===== src/rtl/udt_pkg.sv =====
`timescale 1ns / 1ps

package udt_pkg;

   localparam int DEFAULT_ENTRIES = 16;

   localparam logic [2:0] CMD_CREATE = 3'd0;
   localparam logic [2:0] CMD_CLOSE  = 3'd1;
   localparam logic [2:0] CMD_BIND   = 3'd2;
   localparam logic [2:0] CMD_REMOTE = 3'd3;
   localparam logic [2:0] CMD_LOOKUP = 3'd4;

   localparam logic [2:0] ST_OK       = 3'd0;
   localparam logic [2:0] ST_NOMATCH  = 3'd1;
   localparam logic [2:0] ST_INUSE    = 3'd2;
   localparam logic [2:0] ST_BOUND    = 3'd3;
   localparam logic [2:0] ST_FULL     = 3'd4;
   localparam logic [2:0] ST_NOHANDLE = 3'd5;

   typedef struct packed {
      logic [2:0]  cmd;
      logic [3:0]  handle;
      logic [31:0] local_addr;
      logic [15:0] local_port_in;
      logic [31:0] remote_addr;
      logic [15:0] remote_port_in;
   } req_type;

   typedef struct packed {
      logic [2:0] status;
      logic [3:0] hit_handle;
      logic       weak_hit;
   } rsp_type;

   typedef struct packed {
      logic        valid;
      logic [3:0]  handle;
      logic [31:0] local_addr;
      logic [15:0] lcl_port;
      logic [31:0] remote_addr;
      logic [15:0] rmt_port;
   } entry_type;

   typedef struct packed {
      logic        active;
      req_type     req;
      logic        pass2;
      logic        found;
      logic        bound;
      logic        inuse;
      logic        hit_strong;
      logic        hit_weak;
      logic [3:0]  hit;
   } token_type;

endpackage


===== src/rtl/udt_cell.sv =====
`timescale 1ns / 1ps

module udt_cell (
   input  logic                  clock,
   input  logic                  reset,
   input  udt_pkg::token_type    up_tok,
   input  udt_pkg::entry_type    nbr_entry,
   output udt_pkg::entry_type    entry_out,
   output udt_pkg::token_type    tok_out
);
   import udt_pkg::*;

   entry_type entry_ff, entry_in;
   token_type tok_ff, tok_in;

   logic here;
   logic port_eq;
   logic laddr_ok;
   logic raddr_ok;
   logic rport_ok;

   always_comb begin
      entry_in = entry_ff;
      tok_in   = up_tok;
      here     = entry_ff.valid && (entry_ff.handle == up_tok.req.handle) && !up_tok.found;
      port_eq  = entry_ff.valid && (entry_ff.lcl_port == up_tok.req.local_port_in);
      laddr_ok = (entry_ff.local_addr == 32'd0) ||
                 (entry_ff.local_addr == up_tok.req.local_addr);
      raddr_ok = (entry_ff.remote_addr == 32'd0) ||
                 (entry_ff.remote_addr == up_tok.req.remote_addr);
      rport_ok = (entry_ff.rmt_port == 16'd0) ||
                 (entry_ff.rmt_port == up_tok.req.remote_port_in);
      if (up_tok.active) begin
         case (up_tok.req.cmd)
            CMD_CREATE: begin
               if (!up_tok.found && !entry_ff.valid) begin
                  entry_in.valid       = 1'b1;
                  entry_in.handle      = up_tok.req.handle;
                  entry_in.local_addr  = 32'd0;
                  entry_in.lcl_port    = 16'd0;
                  entry_in.remote_addr = 32'd0;
                  entry_in.rmt_port    = 16'd0;
                  tok_in.found         = 1'b1;
               end
            end
            CMD_CLOSE: begin
               if (here || up_tok.found) begin
                  entry_in     = nbr_entry;
                  tok_in.found = 1'b1;
               end
            end
            CMD_BIND: begin
               if (here) begin
                  tok_in.found = 1'b1;
                  if (up_tok.pass2) begin
                     entry_in.local_addr = up_tok.req.local_addr;
                     entry_in.lcl_port   = up_tok.req.local_port_in;
                  end else begin
                     tok_in.bound = (entry_ff.lcl_port != 16'd0);
                  end
               end else if (!up_tok.pass2 && port_eq) begin
                  tok_in.inuse = 1'b1;
               end
            end
            CMD_REMOTE: begin
               if (here) begin
                  entry_in.remote_addr = up_tok.req.remote_addr;
                  entry_in.rmt_port    = up_tok.req.remote_port_in;
                  tok_in.found         = 1'b1;
               end
            end
            CMD_LOOKUP: begin
               if (!up_tok.hit_strong && port_eq && laddr_ok && rport_ok) begin
                  if (raddr_ok) begin
                     tok_in.hit_strong = 1'b1;
                     tok_in.hit        = entry_ff.handle;
                  end else if (!up_tok.hit_weak) begin
                     tok_in.hit_weak = 1'b1;
                     tok_in.hit      = entry_ff.handle;
                  end
               end
            end
            default: begin
            end
         endcase
      end
   end

   always_ff @(posedge clock) begin
      if (reset) begin
         entry_ff.valid <= 1'b0;
         tok_ff.active  <= 1'b0;
      end else begin
         entry_ff <= entry_in;
         tok_ff   <= tok_in;
      end
   end

   assign entry_out = entry_ff;
   assign tok_out   = tok_ff;

endmodule


===== config.mk =====
export PLATFORM = sky130hd
export DESIGN_NAME = udt_cell
export DESIGN_NICKNAME = d
export VERILOG_FILES = /design/src/rtl/udt_pkg.sv /design/src/rtl/udt_cell.sv
export SDC_FILE = /design/constraint.sdc
export NUM_CORES = 1
export LEC_CHECK = 0
export ABC_AREA = 1
export BUFFER_PORTS_ARGS = -buffer_cell sky130_fd_sc_hd__buf_4
export CAP_MARGIN = 15
export CORE_AREA = 2 2 168 170
export DETAILED_ROUTE_END_ITERATION = 8
export DIE_AREA = 0 0 170 172
export GPL_ROUTABILITY_DRIVEN = 0
export PLACE_DENSITY = 0.72
export SLEW_MARGIN = 30
export SYNTH_ARGS = -nofsm -noshare
export SYNTH_HDL_FRONTEND = slang
export SYNTH_SLANG_ARGS = --single-unit
export TNS_END_PERCENT = 1

===== constraint.sdc =====
create_clock -name clock -period 5.9 [get_ports clock]
set_clock_uncertainty 0.05 [all_clocks]
set_input_delay 0.59 -clock clock [delete_from_list [all_inputs] [get_ports clock]]
set_output_delay 0.59 -clock clock [all_outputs]
set_load 0.02 [all_outputs]

==> metrics.csv <==
stage,metric,value,unit
critical_path,path_max_fanout,39,
detailed_routing,via_per_inst,4.96,
clock_network,hold_buffers,0,
final_layout,areaGrowthSynthToFinish,45.6,%
detailed_routing,drt_pre_antenna_iters,6,
clock_network,post_cts_buffers,0,
floorplanning,core,27500,um2
clock_network,cts_root_buf,sky130_fd_sc_hd__clkbuf_16,
synthesis,synth_seq_area_share,66.3,%
grt,largest_net_degree_at_the_start_of_global_routing,69,
placed_design,port_buffers,431,
clock_network,cts_repair_resize_count,0,
final_layout,final_layout_size_suffix_gt1_share,35.6,%
synthesis,synth_area,9710,um2
clock_network,cts.sink_count,215,
floorplanning,design.portCount,432,
final_layout,layout.nets,1563,
power,cell_internal_pwr,2.88,mW
timing,fmax,373,MHz
synthesis,netlist_instances,906,
clock_network,h-tree-depth,1,
timing,final_setup_violation_count,0,
power,power_per_cell_area,273,nW/um2
clock_network,cts.clk_slew.worst_paths,60,ps
timing,final_min_period_over_clock_period,45.4,%
synthesis,synth_warnings,0,
critical_path,critPathArrivalTime,2780,ps
power,ir_drop,211,uV
floorplanning,dieArea,29200,um2
critical_path,endpoint_kind,flop,
final_layout,postLayoutCellArea,14100,um2
synthesis,synth_seq_cells,215,
final_layout,layout.cells.most_common,sky130_fd_sc_hd__buf_4,
clock_network,max-clock-path-buffers,3,
detailed_routing,total_number_of_vias,8500,
detailed_routing,route.detailed.drc,0,
critical_path,critPathKind,reg -> reg,
timing,setup_repair_after_global_routing_missed_its_margin,no,
floorplanning,start_util,35.3,%
grt,global_route_wire_length_before_repair,47700,um
timing,timing_hold_violations_final,0,
floorplanning,fp-row-count,61,
clock_network,numCtsBuffers,24,
timing,relSlewSlack,38.3,%
clock_network,cts_tree,done,
placed_design,place_inst,1666,
power,power_switching_share,25.4,%
synthesis,netlist.area_leader.share,65.9,%
synthesis,post_synth_main_area_contributors,"sky130_fd_sc_hd__edfxtp_1 66%, sky130_fd_sc_hd__nand2_1 11%, sky130_fd_sc_hd__xnor2_1 3.4%",
synthesis,synthesis.nets,1123,
power,clkPwrFrac,38.6,%
timing,min_period,2680,ps
final_layout,final_core_util,51.4,%
power,power.static_leakage,6.09,nW
detailed_routing,route.detailed.wl_per_inst,19.3,um
job,drv_cap,0,
grt,groute.usage.overall,21.4,%
floorplanning,chipWidth,170,um
power,sequentialPowerShare,47.2,%
detailed_routing,detail-route-antenna-nets,0,
critical_path,worst_setup_path_start_kind,flop,
synthesis,avgSynthCellArea,10.7,um2
final_layout,layout.cells.most_common_list,"437 x sky130_fd_sc_hd__buf_4, 273 x sky130_fd_sc_hd__nand2_1, 213 x sky130_fd_sc_hd__edfxtp_1, 82 x sky130_fd_sc_hd__inv_1, 75 x sky130_fd_sc_hd__nor2_1",
min_path,min-delay-path-class,in -> reg,
grt,grt_antenna_before_repair,2,
power,power.combinational.fraction,14.3,%
synthesis,leading_area_contributor_after_synthesis,sky130_fd_sc_hd__edfxtp_1,
final_layout,instances_no_fill,1712,
status,run_status,"finished, final reports clean",
timing,slew_violations,0,
synthesis,synth.lib_cells_used.distinct,29,
grt,grt_ovf,0,
grt,via_count_of_the_first_global_routing_pass,8298,
detailed_routing,routed_wirelength,33000,um
floorplanning,dieHeight,172,um
critical_path,required_worst_endpoint,6000,ps
detailed_routing,drt-initial-drc-count,779,
placed_design,detailedPlacementHpwl,25100,um
timing,worst_pin_slew,926,ps
power,power_switching,978,uW
timing,totalNegativeSetupSlack,0,ps
clock_network,worst_skew_pair.late_latency,520,ps
placed_design,placed_area,13400,um2
cell type report:
class	instances	area, um2
inverters	85	322
repair buffers	438	3290
diodes	2	5.00
well taps	346	433
flip-flops and latches	215	6440
clock buffers	26	629
multi-input cells	582	2870
clock inverters	18	141
fillers	2440	13300
Yosys cell counts:
cell                       count
sky130_fd_sc_hd__inv_2         2
sky130_fd_sc_hd__nand2_1     273
sky130_fd_sc_hd__xnor2_1      38
sky130_fd_sc_hd__dfxtp_1       2
sky130_fd_sc_hd__nor2_2        2
sky130_fd_sc_hd__a21oi_1       4
sky130_fd_sc_hd__nand4_1      10
sky130_fd_sc_hd__nand3b_1      1
sky130_fd_sc_hd__o22ai_1       1
sky130_fd_sc_hd__a22o_1       22
sky130_fd_sc_hd__nor3b_1       1
sky130_fd_sc_hd__a21o_1        1
sky130_fd_sc_hd__nor3_4        1
sky130_fd_sc_hd__xor2_1       22
sky130_fd_sc_hd__edfxtp_1    213
sky130_fd_sc_hd__o21ai_1       4
sky130_fd_sc_hd__nor2_1       77
sky130_fd_sc_hd__a32o_1        1
sky130_fd_sc_hd__nor4_1       12
sky130_fd_sc_hd__clkbuf_1     12
sky130_fd_sc_hd__or2_2         1
sky130_fd_sc_hd__nor3_1        3
sky130_fd_sc_hd__inv_1        83
sky130_fd_sc_hd__o21bai_1      1
sky130_fd_sc_hd__o211ai_1      1
sky130_fd_sc_hd__buf_2        12
sky130_fd_sc_hd__or2_1         1
sky130_fd_sc_hd__o21ai_0      48
sky130_fd_sc_hd__nand3_1      57
flip-flops by register name (all words and copies together), names as in the netlist:
name / count
tok_out: 114
entry_out: 101
logic make-up (layout without fill, tap and decap cells):
group	after synthesis	in the layout	synth area share, %
flops	215	215	66.3
simple gates	439	439	18.6
compound gates	83	83	5.27
other cells	0	2	0
xor+xnor	60	60	5.41
buf+inv	109	567	4.37
through the flow:
stage,hold WS [ps],worst slack (ps),power (mW)
2_1_floorplan,569,530,2.08
3_3_place_gp,595,2230,2.39
3_5_place_dp,599,2800,2.40
4_1_cts,184,3180,3.88
5_1_grt,186,3000,3.98
6_report,205,3220,3.86
worst paths after layout:
kind	start	endpoint	slack, ps	cells after the start
worst max-delay path	entry_out[98]	entry_out[31]	3220	7
worst min-delay path	up_tok[59]	tok_out[59]	210	1
worst max register to register	entry_out[98]	entry_out[31]	3220	7
worst min register to register	entry_out[100]	entry_out[100]	610	2
critical path, cell delays in order (launching register included):
cell	delay, ps
sky130_fd_sc_hd__edfxtp_1	450
sky130_fd_sc_hd__xor2_1	190
sky130_fd_sc_hd__nor2_1	80
sky130_fd_sc_hd__nand4_1	250
sky130_fd_sc_hd__nor2_1	290
sky130_fd_sc_hd__a21oi_1	140
sky130_fd_sc_hd__nor2_4	300
sky130_fd_sc_hd__buf_4	530
power by group through the flow:
stage	Sequential, mW	Clock [mW]	Combinational [mW]
3_5_place_dp	1.85	0	0.551
5_1_grt	1.83	1.56	0.589
3_3_place_gp	1.85	0	0.544
2_1_floorplan	1.95	0	0.126
6_report	1.82	1.49	0.550
4_1_cts	1.82	1.51	0.553
metal layers:
metal	routed length, um	vias up	track usage (%)
li1	-	3958	-
met1	12000	4028	24.8
met2	16800	472	38.8
met3	3590	42	6.27
met4	651	0	5.80
met5	0	-	0
No activity file was read; power rests on OpenSTA's default activity.
